### src/hdl/source_text_tokenizer_assert.svh
// ---------------------------------------------------------------------------
// source_text_tokenizer_assert
// Assertion helpers for the tokenizer RTL.
// Each use expands to one labeled concurrent assertion on clk_i, muted during reset.
// ---------------------------------------------------------------------------
`ifndef SOURCE_TEXT_TOKENIZER_ASSERT_SVH
`define SOURCE_TEXT_TOKENIZER_ASSERT_SVH

// Same-cycle implication.
`define STT_ASSERT_IMP(lbl, ante, cons, msg) \
  lbl: assert property (@(posedge clk_i) disable iff (!rst_ni) (ante) |-> (cons)) \
    else $error(msg);

// Next-cycle implication.
`define STT_ASSERT_NXT(lbl, ante, cons, msg) \
  lbl: assert property (@(posedge clk_i) disable iff (!rst_ni) (ante) |=> (cons)) \
    else $error(msg);

`endif

### src/hdl/stt_pkg.sv
// ---------------------------------------------------------------------------
// stt_pkg
// Types, widths, character codes and byte classes shared by the tokenizer.
// ---------------------------------------------------------------------------
package stt_pkg;

  localparam int OFFSET_BITS = 24;
  localparam int LINE_BITS   = 20;
  localparam int COLUMN_BITS = 16;

  localparam logic [7:0] CH_CR     = 8'h0D;
  localparam logic [7:0] CH_LF     = 8'h0A;
  localparam logic [7:0] CH_TAB    = 8'h09;
  localparam logic [7:0] CH_VT     = 8'h0B;
  localparam logic [7:0] CH_FF     = 8'h0C;
  localparam logic [7:0] CH_SPACE  = 8'h20;
  localparam logic [7:0] CH_UNDER  = 8'h5F;
  localparam logic [7:0] CH_DOT    = 8'h2E;
  localparam logic [7:0] CH_DOLLAR = 8'h24;
  localparam logic [7:0] CH_BSLASH = 8'h5C;
  localparam logic [7:0] CH_SLASH  = 8'h2F;
  localparam logic [7:0] CH_STAR   = 8'h2A;
  localparam logic [7:0] CH_DQUOTE = 8'h22;
  localparam logic [7:0] CH_SQUOTE = 8'h27;
  localparam logic [7:0] CH_EQ     = 8'h3D;
  localparam logic [7:0] CH_BANG   = 8'h21;
  localparam logic [7:0] CH_LT     = 8'h3C;
  localparam logic [7:0] CH_GT     = 8'h3E;
  localparam logic [7:0] CH_AMP    = 8'h26;
  localparam logic [7:0] CH_PIPE   = 8'h7C;
  localparam logic [7:0] CH_PLUS   = 8'h2B;
  localparam logic [7:0] CH_MINUS  = 8'h2D;

  typedef enum logic [3:0] {
    M_IDLE     = 4'd0,
    M_IDENT    = 4'd1,
    M_NUMBER   = 4'd2,
    M_STRING   = 4'd3,
    M_ISTRING  = 4'd4,
    M_PENDING  = 4'd5,
    M_LCOMMENT = 4'd6,
    M_BCOMMENT = 4'd7,
    M_BSTAR    = 4'd8
  } mode_e;

  typedef enum logic [2:0] {
    K_IDENT   = 3'd0,
    K_NUMBER  = 3'd1,
    K_STRING  = 3'd2,
    K_ISTRING = 3'd3,
    K_SYMBOL  = 3'd4,
    K_EOF     = 3'd5
  } kind_e;

  typedef struct packed {
    kind_e                  kind;
    logic [OFFSET_BITS-1:0] off;
    logic [OFFSET_BITS-1:0] len;
    logic [LINE_BITS-1:0]   line;
    logic [COLUMN_BITS-1:0] col;
    logic                   fin;
  } res_t;

  function automatic logic is_alpha(input logic [7:0] c);
    return (c >= 8'h61 && c <= 8'h7A) || (c >= 8'h41 && c <= 8'h5A);
  endfunction

  function automatic logic is_digit(input logic [7:0] c);
    return c >= 8'h30 && c <= 8'h39;
  endfunction

  function automatic logic is_blank(input logic [7:0] c);
    return c == CH_SPACE || c == CH_TAB || c == CH_VT || c == CH_FF;
  endfunction

  function automatic logic is_lookahead(input logic [7:0] c);
    return c == CH_SLASH || c == CH_DOLLAR || c == CH_EQ || c == CH_BANG ||
           c == CH_LT || c == CH_GT || c == CH_AMP || c == CH_PIPE ||
           c == CH_PLUS || c == CH_MINUS;
  endfunction

endpackage

### src/hdl/stt_intf.sv
// ---------------------------------------------------------------------------
// stt_in_if / stt_out_if
// Valid/ready channels for source bytes in and token descriptors out.
// ---------------------------------------------------------------------------
interface stt_in_if import stt_pkg::*; ();
  logic       valid;
  logic       ready;
  logic [7:0] text_byte;
  logic       end_of_text;

  modport source (output valid, output text_byte, output end_of_text, input ready);
  modport sink   (input valid, input text_byte, input end_of_text, output ready);
endinterface

interface stt_out_if import stt_pkg::*; ();
  logic                   valid;
  logic                   ready;
  logic [2:0]             token_kind;
  logic [OFFSET_BITS-1:0] start_offset;
  logic [OFFSET_BITS-1:0] token_length;
  logic [LINE_BITS-1:0]   token_line;
  logic [COLUMN_BITS-1:0] start_column;
  logic                   final_token;

  modport source (output valid, output token_kind, output start_offset,
                  output token_length, output token_line, output start_column,
                  output final_token, input ready);
  modport sink   (input valid, input token_kind, input start_offset,
                  input token_length, input token_line, input start_column,
                  input final_token, output ready);
endinterface

### src/hdl/source_text_tokenizer.sv
// ---------------------------------------------------------------------------
// source_text_tokenizer
// Streaming C-like lexer: source bytes in, token descriptors out.
// ---------------------------------------------------------------------------
//  channel | dir | beat
//  src_i   | in  | one source byte, or the end-of-text marker
//  tok_o   | out | one token descriptor (kind, offset, length, line, column)
//
//  One byte per cycle while src_i.ready is high: the scan state updates in a single pass per beat.
//  A beat makes up to two descriptors, held in a three-entry output queue;
//  src_i.ready is high while the queue holds at most one entry.
//  Output stalls therefore stop input after at most two more beats.
//  Reset returns the scanner to line 1, column 1, offset 0, queue empty.
// ---------------------------------------------------------------------------
`include "source_text_tokenizer_assert.svh"

module source_text_tokenizer import stt_pkg::*; (
  input  logic      clk_i,
  input  logic      rst_ni,
  stt_in_if.sink    src_i,
  stt_out_if.source tok_o
);

  localparam logic [OFFSET_BITS-1:0] OFF_MAX  = '1;
  localparam logic [LINE_BITS-1:0]   LINE_MAX = '1;
  localparam logic [COLUMN_BITS-1:0] COL_MAX  = '1;
  localparam logic [LINE_BITS-1:0]   LINE_ONE = LINE_BITS'(1);
  localparam logic [COLUMN_BITS-1:0] COL_ONE  = COLUMN_BITS'(1);

  // scan state
  mode_e                  mode_q, mode_d;
  logic [7:0]             pend_q, pend_d;
  logic [7:0]             prev_q, prev_d;
  logic [7:0]             quote_q, quote_d;
  logic [OFFSET_BITS-1:0] off_q, off_d;
  logic [LINE_BITS-1:0]   line_q, line_d;
  logic [COLUMN_BITS-1:0] col_q, col_d;
  logic [OFFSET_BITS-1:0] ts_off_q, ts_off_d;
  logic [LINE_BITS-1:0]   ts_line_q, ts_line_d;
  logic [COLUMN_BITS-1:0] ts_col_q, ts_col_d;

  // output queue
  res_t       que_q [3];
  res_t       que_d [3];
  logic [1:0] cnt_q, cnt_d;

  logic       acc, pop, eot;
  logic [7:0] c;

  logic [OFFSET_BITS-1:0] off_inc, len_cur, len_next;
  logic [LINE_BITS-1:0]   line_inc;
  logic [COLUMN_BITS-1:0] col_inc;

  // between-token handling of the current byte
  mode_e                  idle_mode;
  logic [LINE_BITS-1:0]   idle_line;
  logic [COLUMN_BITS-1:0] idle_col;
  logic                   idle_mark, idle_emit, idle_quote, idle_pend;

  logic                   use_idle;
  logic                   va, vb;
  kind_e                  a_kind;
  logic [OFFSET_BITS-1:0] a_len;
  res_t                   res_a, res_b, first;
  logic [1:0]             base, npush;

  assign acc = src_i.valid && src_i.ready;
  assign pop = tok_o.valid && tok_o.ready;
  assign eot = src_i.end_of_text;
  assign c   = src_i.text_byte;

  assign src_i.ready = (cnt_q <= 2'd1);

  assign off_inc  = (off_q == OFF_MAX) ? off_q : off_q + OFFSET_BITS'(1);
  assign line_inc = (line_q == LINE_MAX) ? line_q : line_q + LINE_BITS'(1);
  assign col_inc  = (col_q == COL_MAX) ? col_q : col_q + COLUMN_BITS'(1);
  assign len_cur  = (off_q >= ts_off_q) ? off_q - ts_off_q : '0;
  assign len_next = (off_inc >= ts_off_q) ? off_inc - ts_off_q : '0;

  always_comb begin
    idle_mode  = M_IDLE;
    idle_line  = line_q;
    idle_col   = col_q;
    idle_mark  = 1'b0;
    idle_emit  = 1'b0;
    idle_quote = 1'b0;
    idle_pend  = 1'b0;
    if (c == CH_CR) begin
      idle_mode = M_IDLE;
    end else if (c == CH_LF) begin
      idle_line = line_inc;
      idle_col  = COL_ONE;
    end else if (is_blank(c)) begin
      idle_col = col_inc;
    end else begin
      idle_mark = 1'b1;
      idle_col  = col_inc;
      if (is_alpha(c) || c == CH_UNDER) begin
        idle_mode = M_IDENT;
      end else if (is_digit(c)) begin
        idle_mode = M_NUMBER;
      end else if (c == CH_DQUOTE || c == CH_SQUOTE) begin
        idle_mode  = M_STRING;
        idle_quote = 1'b1;
      end else if (is_lookahead(c)) begin
        idle_mode = M_PENDING;
        idle_pend = 1'b1;
      end else begin
        idle_emit = 1'b1;
      end
    end
  end

  always_comb begin
    mode_d    = mode_q;
    pend_d    = pend_q;
    prev_d    = prev_q;
    quote_d   = quote_q;
    off_d     = off_q;
    line_d    = line_q;
    col_d     = col_q;
    ts_off_d  = ts_off_q;
    ts_line_d = ts_line_q;
    ts_col_d  = ts_col_q;
    use_idle  = 1'b0;
    va        = 1'b0;
    vb        = 1'b0;
    a_kind    = K_SYMBOL;
    a_len     = len_cur;

    if (acc && eot) begin
      case (mode_q)
        M_IDENT: begin
          va = 1'b1;
          a_kind = K_IDENT;
        end
        M_NUMBER: begin
          va = 1'b1;
          a_kind = K_NUMBER;
        end
        M_STRING: begin
          va = 1'b1;
          a_kind = K_STRING;
        end
        M_ISTRING: begin
          va = 1'b1;
          a_kind = K_ISTRING;
        end
        M_PENDING: begin
          va = 1'b1;
          a_kind = K_SYMBOL;
          a_len = OFFSET_BITS'(1);
        end
        default: va = 1'b0;
      endcase
      vb        = 1'b1;
      mode_d    = M_IDLE;
      pend_d    = '0;
      prev_d    = '0;
      quote_d   = '0;
      off_d     = '0;
      line_d    = LINE_ONE;
      col_d     = COL_ONE;
      ts_off_d  = '0;
      ts_line_d = LINE_ONE;
      ts_col_d  = COL_ONE;
    end else if (acc) begin
      case (mode_q)
        M_IDENT: begin
          if (is_alpha(c) || is_digit(c) || c == CH_UNDER) begin
            col_d = col_inc;
          end else begin
            va = 1'b1;
            a_kind = K_IDENT;
            use_idle = 1'b1;
          end
        end
        M_NUMBER: begin
          if (is_digit(c) || c == CH_DOT) begin
            col_d = col_inc;
          end else begin
            va = 1'b1;
            a_kind = K_NUMBER;
            use_idle = 1'b1;
          end
        end
        M_STRING, M_ISTRING: begin
          if (c == quote_q && prev_q != CH_BSLASH) begin
            col_d  = col_inc;
            va     = 1'b1;
            a_kind = (mode_q == M_STRING) ? K_STRING : K_ISTRING;
            a_len  = len_next;
            mode_d = M_IDLE;
          end else if (c == CH_LF) begin
            line_d = line_inc;
            col_d  = COL_ONE;
          end else begin
            col_d = col_inc;
          end
        end
        M_PENDING: begin
          if (pend_q == CH_SLASH && c == CH_SLASH) begin
            col_d  = ts_col_q;      // line comment puts the column back to that of the first slash
            mode_d = M_LCOMMENT;
          end else if (pend_q == CH_SLASH && c == CH_STAR) begin
            col_d  = col_inc;
            mode_d = M_BCOMMENT;
          end else if (pend_q == CH_DOLLAR && c == CH_DQUOTE) begin
            col_d   = col_inc;
            quote_d = CH_DQUOTE;
            mode_d  = M_ISTRING;
          end else if (((pend_q == CH_EQ || pend_q == CH_BANG || pend_q == CH_LT ||
                         pend_q == CH_GT) && c == CH_EQ) ||
                       ((pend_q == CH_AMP || pend_q == CH_PIPE || pend_q == CH_PLUS ||
                         pend_q == CH_MINUS) && c == pend_q)) begin
            col_d  = col_inc;
            va     = 1'b1;
            a_len  = OFFSET_BITS'(2);
            mode_d = M_IDLE;
          end else begin
            va       = 1'b1;
            a_len    = OFFSET_BITS'(1);
            use_idle = 1'b1;
          end
        end
        M_LCOMMENT: begin
          use_idle = (c == CH_LF);
        end
        M_BCOMMENT, M_BSTAR: begin
          if (c == CH_LF) begin
            line_d = line_inc;
            col_d  = COL_ONE;
          end else begin
            col_d = col_inc;
          end
          if (mode_q == M_BCOMMENT) begin
            if (c == CH_STAR) mode_d = M_BSTAR;
          end else if (c == CH_SLASH) begin
            mode_d = M_IDLE;
          end else if (c != CH_STAR) begin
            mode_d = M_BCOMMENT;
          end
        end
        default: use_idle = 1'b1;
      endcase

      if (use_idle) begin
        mode_d = idle_mode;
        line_d = idle_line;
        col_d  = idle_col;
        vb     = idle_emit;
        if (idle_mark) begin
          ts_off_d  = off_q;
          ts_line_d = line_q;
          ts_col_d  = col_q;
        end
        if (idle_quote) quote_d = c;
        if (idle_pend)  pend_d  = c;
      end
      prev_d = c;
      off_d  = off_inc;
    end
  end

  // token that was open before this beat
  always_comb begin
    res_a.kind = a_kind;
    res_a.off  = ts_off_q;
    res_a.len  = a_len;
    res_a.line = ts_line_q;
    res_a.col  = ts_col_q;
    res_a.fin  = 1'b0;
  end

  // one-byte symbol at the current byte, or the EOF marker
  always_comb begin
    res_b.kind = eot ? K_EOF : K_SYMBOL;
    res_b.off  = off_q;
    res_b.len  = eot ? '0 : OFFSET_BITS'(1);
    res_b.line = line_q;
    res_b.col  = col_q;
    res_b.fin  = eot;
  end

  assign first = va ? res_a : res_b;
  assign npush = {1'b0, va} + {1'b0, vb};
  assign base  = cnt_q - {1'b0, pop};

  always_comb begin
    que_d = que_q;
    if (pop) begin
      que_d[0] = que_q[1];
      que_d[1] = que_q[2];
    end
    for (int i = 0; i < 3; i++) begin
      if ((va || vb) && base == 2'(i)) que_d[i] = first;
      if (va && vb && base + 2'd1 == 2'(i)) que_d[i] = res_b;
    end
    cnt_d = cnt_q - {1'b0, pop} + npush;
  end

  always_ff @(posedge clk_i) begin
    que_q <= que_d;
    pend_q <= pend_d;
    prev_q <= prev_d;
    quote_q <= quote_d;
  end

  always_ff @(posedge clk_i or negedge rst_ni) begin
    if (!rst_ni) begin
      cnt_q     <= '0;
      mode_q    <= M_IDLE;
      off_q     <= '0;
      line_q    <= LINE_ONE;
      col_q     <= COL_ONE;
      ts_off_q  <= '0;
      ts_line_q <= LINE_ONE;
      ts_col_q  <= COL_ONE;
    end else begin
      cnt_q     <= cnt_d;
      mode_q    <= mode_d;
      off_q     <= off_d;
      line_q    <= line_d;
      col_q     <= col_d;
      ts_off_q  <= ts_off_d;
      ts_line_q <= ts_line_d;
      ts_col_q  <= ts_col_d;
    end
  end

  assign tok_o.valid        = (cnt_q != 2'd0);
  assign tok_o.token_kind   = que_q[0].kind;
  assign tok_o.start_offset = que_q[0].off;
  assign tok_o.token_length = que_q[0].len;
  assign tok_o.token_line   = que_q[0].line;
  assign tok_o.start_column = que_q[0].col;
  assign tok_o.final_token  = que_q[0].fin;

  `STT_ASSERT_IMP(a_eof_shape, tok_o.valid && tok_o.final_token, tok_o.token_kind == K_EOF && tok_o.token_length == '0, "final beat is not a zero-length eof")
  `STT_ASSERT_NXT(a_eot_reset, acc && eot, mode_q == M_IDLE && off_q == '0 && line_q == LINE_ONE, "scan state not cleared after end of text")
  `STT_ASSERT_NXT(a_off_step, acc && !eot && off_q != OFF_MAX, off_q == $past(off_q) + OFFSET_BITS'(1), "byte offset did not advance")
  `STT_ASSERT_IMP(a_line_nonzero, 1'b1, line_q != '0 && col_q != '0, "line or column reached zero")

endmodule
### src/flat_wrapper.sv
// flat-port wrapper written by rule: the top's interface ports become plain ports
module source_text_tokenizer_flat import stt_pkg::*;
  (clk_i, rst_ni, src_i_valid, src_i_text_byte, src_i_end_of_text, src_i_ready, tok_o_valid, tok_o_token_kind, tok_o_start_offset, tok_o_token_length, tok_o_token_line, tok_o_start_column, tok_o_final_token, tok_o_ready);
  stt_in_if src_i_i ();
  stt_out_if tok_o_i ();
  input  logic clk_i;
  input  logic rst_ni;
  input wire logic [$bits(src_i_i.valid)-1:0] src_i_valid;
  input wire logic [$bits(src_i_i.text_byte)-1:0] src_i_text_byte;
  input wire logic [$bits(src_i_i.end_of_text)-1:0] src_i_end_of_text;
  output wire logic [$bits(src_i_i.ready)-1:0] src_i_ready;
  output wire logic [$bits(tok_o_i.valid)-1:0] tok_o_valid;
  output wire logic [$bits(tok_o_i.token_kind)-1:0] tok_o_token_kind;
  output wire logic [$bits(tok_o_i.start_offset)-1:0] tok_o_start_offset;
  output wire logic [$bits(tok_o_i.token_length)-1:0] tok_o_token_length;
  output wire logic [$bits(tok_o_i.token_line)-1:0] tok_o_token_line;
  output wire logic [$bits(tok_o_i.start_column)-1:0] tok_o_start_column;
  output wire logic [$bits(tok_o_i.final_token)-1:0] tok_o_final_token;
  input wire logic [$bits(tok_o_i.ready)-1:0] tok_o_ready;
  assign src_i_i.valid = src_i_valid;
  assign src_i_i.text_byte = src_i_text_byte;
  assign src_i_i.end_of_text = src_i_end_of_text;
  assign src_i_ready = src_i_i.ready;
  assign tok_o_valid = tok_o_i.valid;
  assign tok_o_token_kind = tok_o_i.token_kind;
  assign tok_o_start_offset = tok_o_i.start_offset;
  assign tok_o_token_length = tok_o_i.token_length;
  assign tok_o_token_line = tok_o_i.token_line;
  assign tok_o_start_column = tok_o_i.start_column;
  assign tok_o_final_token = tok_o_i.final_token;
  assign tok_o_i.ready = tok_o_ready;
  source_text_tokenizer u_core (.clk_i(clk_i), .rst_ni(rst_ni), .src_i(src_i_i), .tok_o(tok_o_i));
endmodule
### config.mk
export PLATFORM = sky130hd
export DESIGN_NAME = source_text_tokenizer_flat
export DESIGN_NICKNAME = d
export VERILOG_FILES = /design/src/hdl/stt_pkg.sv /design/src/hdl/stt_intf.sv /design/src/hdl/source_text_tokenizer.sv /design/src/flat_wrapper.sv
export VERILOG_INCLUDE_DIRS = /design/src /design/src/hdl
export SDC_FILE = /design/constraint.sdc
export NUM_CORES = 1
export LEC_CHECK = 0
export BUFFER_PORTS_ARGS = -buffer_cell sky130_fd_sc_hd__clkbuf_2
export CAP_MARGIN = 20
export CORE_MARGIN = 10
export CORE_UTILIZATION = 40
export CTS_CLUSTER_DIAMETER = 50
export DETAILED_ROUTE_END_ITERATION = 16
export PLACE_DENSITY_LB_ADDON = 0.08
export SYNTH_ARGS = -nofsm -noshare
export SYNTH_HDL_FRONTEND = slang
export SYNTH_SLANG_ARGS = --single-unit
### constraint.sdc
create_clock -name clk_i -period 27.5 [get_ports clk_i]
set_input_delay 1.375 -clock clk_i [delete_from_list [all_inputs] [get_ports clk_i]]
set_output_delay 1.375 -clock clk_i [all_outputs]
set_load 0.005 [all_outputs]
==> reports/metrics.yaml <==
synth_seq_area_share: 0.493
core_area_sq_um: 57900
ant_nets: 0
portBuffers: 102
htreeDepth: 2
grt_pass1_vias: 17300
synth-xor-area-share: 0.0355
critical-path-slowest-cell: "or4_1"
wl_per_cell_microns: 23.1
synthArstFlopShare: 0.304
ioPinCount: 103
synth-edff-count: 264
syn_inst: 2335
critical_path_arrival_ns: 6.31
synth_seq_cells: 414
avgSynthCellArea_sq_um: 10.1
synth-simple-area-share: 0.153
synth_top_family_by_area: "compound AO/OA/AOI/OAI gates"
cts.clk_slew.worst_paths_ns: 0.06
critPathLaunchType: "register"
critPathKind: "reg2reg"
cts_inserted_buffers: 54
cts_root_buffer: "clkbuf_16"
stdcell_count: 3084
p_total_mw: 3.24
worst-slew-pin-transition_ns: 1.05
endpoint_kind: "register"
syn-num-nets: 2403
vdd_drop_max_mv: 0.0655
yosysWarnings: 0
hold_path.class: "reg2reg"
cp_slowest_stage_delay_ns: 0.66
synth_area_leaders: "edfxtp_1 (34%), dfrtp_1 (13%), nand2_1 (4.9%)"
slew_headroom: 0.293
die_area_sq_um: 68800
post_cts_buffers: 0
synth_top_area_frac: 0.338
stdcell_area_sq_um: 25700
hold_viol: 0
die-height_microns: 262
pwr_density_cell_nw_per_um2: 126
slew_viol_final: 0
grt_max_degree: 92
final_nets: 2341
avgViaCountPerCell: 5.83
final_common_cell: "nand2_1"
clk-insertion-delay-late_ns: 0.62
synth_cell_types: 102
cts_sinks: 414
cts_tree: "done"
num_rows: 88
cts_resized: 0
yosysTopAreaCell: "edfxtp_1"
hpwl_microns: 46300
drc_errors: 0
dpl_cell_area_sq_um: 23900
area_delta_synth_final_pct: 9.64
status: "finished clean"
grt_overflow: 0
synthMuxAreaShare: 0.0325
dp_cells: 2982
maxCapViolCount: 0
critPathRequiredTime_ns: 27.83
grt_use_total: 0.200
start_util: 0.405
via_count: 18000
fin_skew_ns: 0.0276
pre_cts_ws_ns: 21.04
synth_compound_area_frac: 0.182
netlist_area_sq_um: 23500
finalSetupViolCount: 0
ctsLongestPathBuffers: 3
fmax_ghz: 0.167
die_w_microns: 262
antenna_cells: 0
fin_util: 0.444
cts_hold_buffers: 0
drt_wl_total_microns: 71300
ys.flop_type: "edfxtp_1"
fin_crit_sh: 0.218
rsz0062_at_grt: "no"
drive_gt1_frac: 0.130
timing.hold.ws_ns: 0.451
gp_congestion: 0.934
leakage_nw: 10.2
crit_chain: "and4_1 -> nand4_1 -> nor4_2 -> buf_4 -> or4_1 -> nor4_2 -> nand3_1 -> xnor2_1 -> ha_1 -> a21o_1 -> a21o_1 -> a21oi_1 -> nand3_1 -> o21ai_0 -> or3_1 -> a21oi_1 -> nor3_1 -> a221oi_1"
critPathMaxFanout: 10
fin_crit_ns: 5.98
synth_adder_area_share: 0.0303
mostFrequentLayoutCells: "nand2_1 (304), edfxtp_1 (264), o21ai_0 (134), nor2_1 (132), dfrtp_1 (122)"
grt_pass1_wl_microns: 110000
drt_iter0_markers: 1704
antenna_found_initial: 1
fin_ws_ns: 21.52
first_pass_iters: 6
tns_ns: 0
==> cells in the mapped netlist, drive strengths merged, types with 53 or more instances <==
library cell,n
a21oi,105
a22o,84
buf,149
clkbuf,96
dfrtp,122
edfxtp,264
inv,103
mux2i,74
nand2,308
nor2,138
o21ai,169
xnor2,53
==> final timing paths <==
kind | depth (start not counted) | from | slack, ns | endpoint
worst max-delay path | 18 | u_core.off_q[3] | 21.52 | u_core.que_q[125]
worst min-delay path | 2 | u_core.prev_q[1] | 0.45 | u_core.prev_q[1]
worst max register to register | 18 | u_core.off_q[3] | 21.52 | u_core.que_q[125]
worst min register to register | 2 | u_core.prev_q[1] | 0.45 | u_core.prev_q[1]
max in group asynchronous | 2 | rst_ni | 25.35 | u_core.off_q[7]
min in group asynchronous | 1 | rst_ni | 0.80 | u_core.ts_line_q[6]
==> worst max-delay path: cells and delay by family, from the launching register on <==
kind / cells / cell delay, ns
fa+ha+maj: 1 / 0.41
simple gates: 9 / 3.10
flops: 1 / 0.50
buf+inv: 1 / 0.19
xor+xnor: 1 / 0.19
compound gates: 6 / 1.29
==> registers in the layout (all words and copies together), names as in the netlist, 4 cells and up <==
register and flops:
u_core.col_q 16, u_core.off_q 24, u_core.ts_col_q 16, u_core.tok_o.start_offset 24, u_core.mode_q 4, u_core.quote_q 8
u_core.tok_o.token_line 20, u_core.ts_line_q 20, u_core.tok_o.start_column 16, u_core.ts_off_q 24, u_core.line_q 20, u_core.pend_q 8
u_core.prev_q 8, u_core.tok_o.token_length 24, u_core.que_q 176
==> cell type report <==
cell class | count | area (sq um)
clock inverters | 30 | 358
inverters | 104 | 393
multi-input cells | 1572 | 10300
clock buffers | 72 | 1490
fillers | 5606 | 32200
flip-flops and latches | 414 | 11600
repair buffers | 127 | 704
well taps | 765 | 957
==> per-layer routing <==
layer	track usage	wire, microns	part of all wire	up-vias
met1	0.299	34600	0.49	8931
met4	0.0444	1170	0.016	2
met3	0.0334	4690	0.066	69
li1	-	-	-	8350
met5	0	13	0.00018	-
met2	0.297	30800	0.43	614
==> kinds of logic (layout without fill, tap and decap cells) <==
group           Yosys count  in the layout
simple gates            740            740
compound gates          606            606
flops                   414            414
buf+inv                 349            333
xor+xnor                 95             95
mux                      76             76
fa+ha+maj                55             55
==> power breakdown <==
group | switching, mW | internal [mW] | total, mW
logic | 0.919 | 0.494 | 1.41
registers | 0.143 | 0.958 | 1.10
clock network | 0.289 | 0.433 | 0.722
total | 1.35 | 1.88 | 3.24
(Power assumes the default switching activity.)
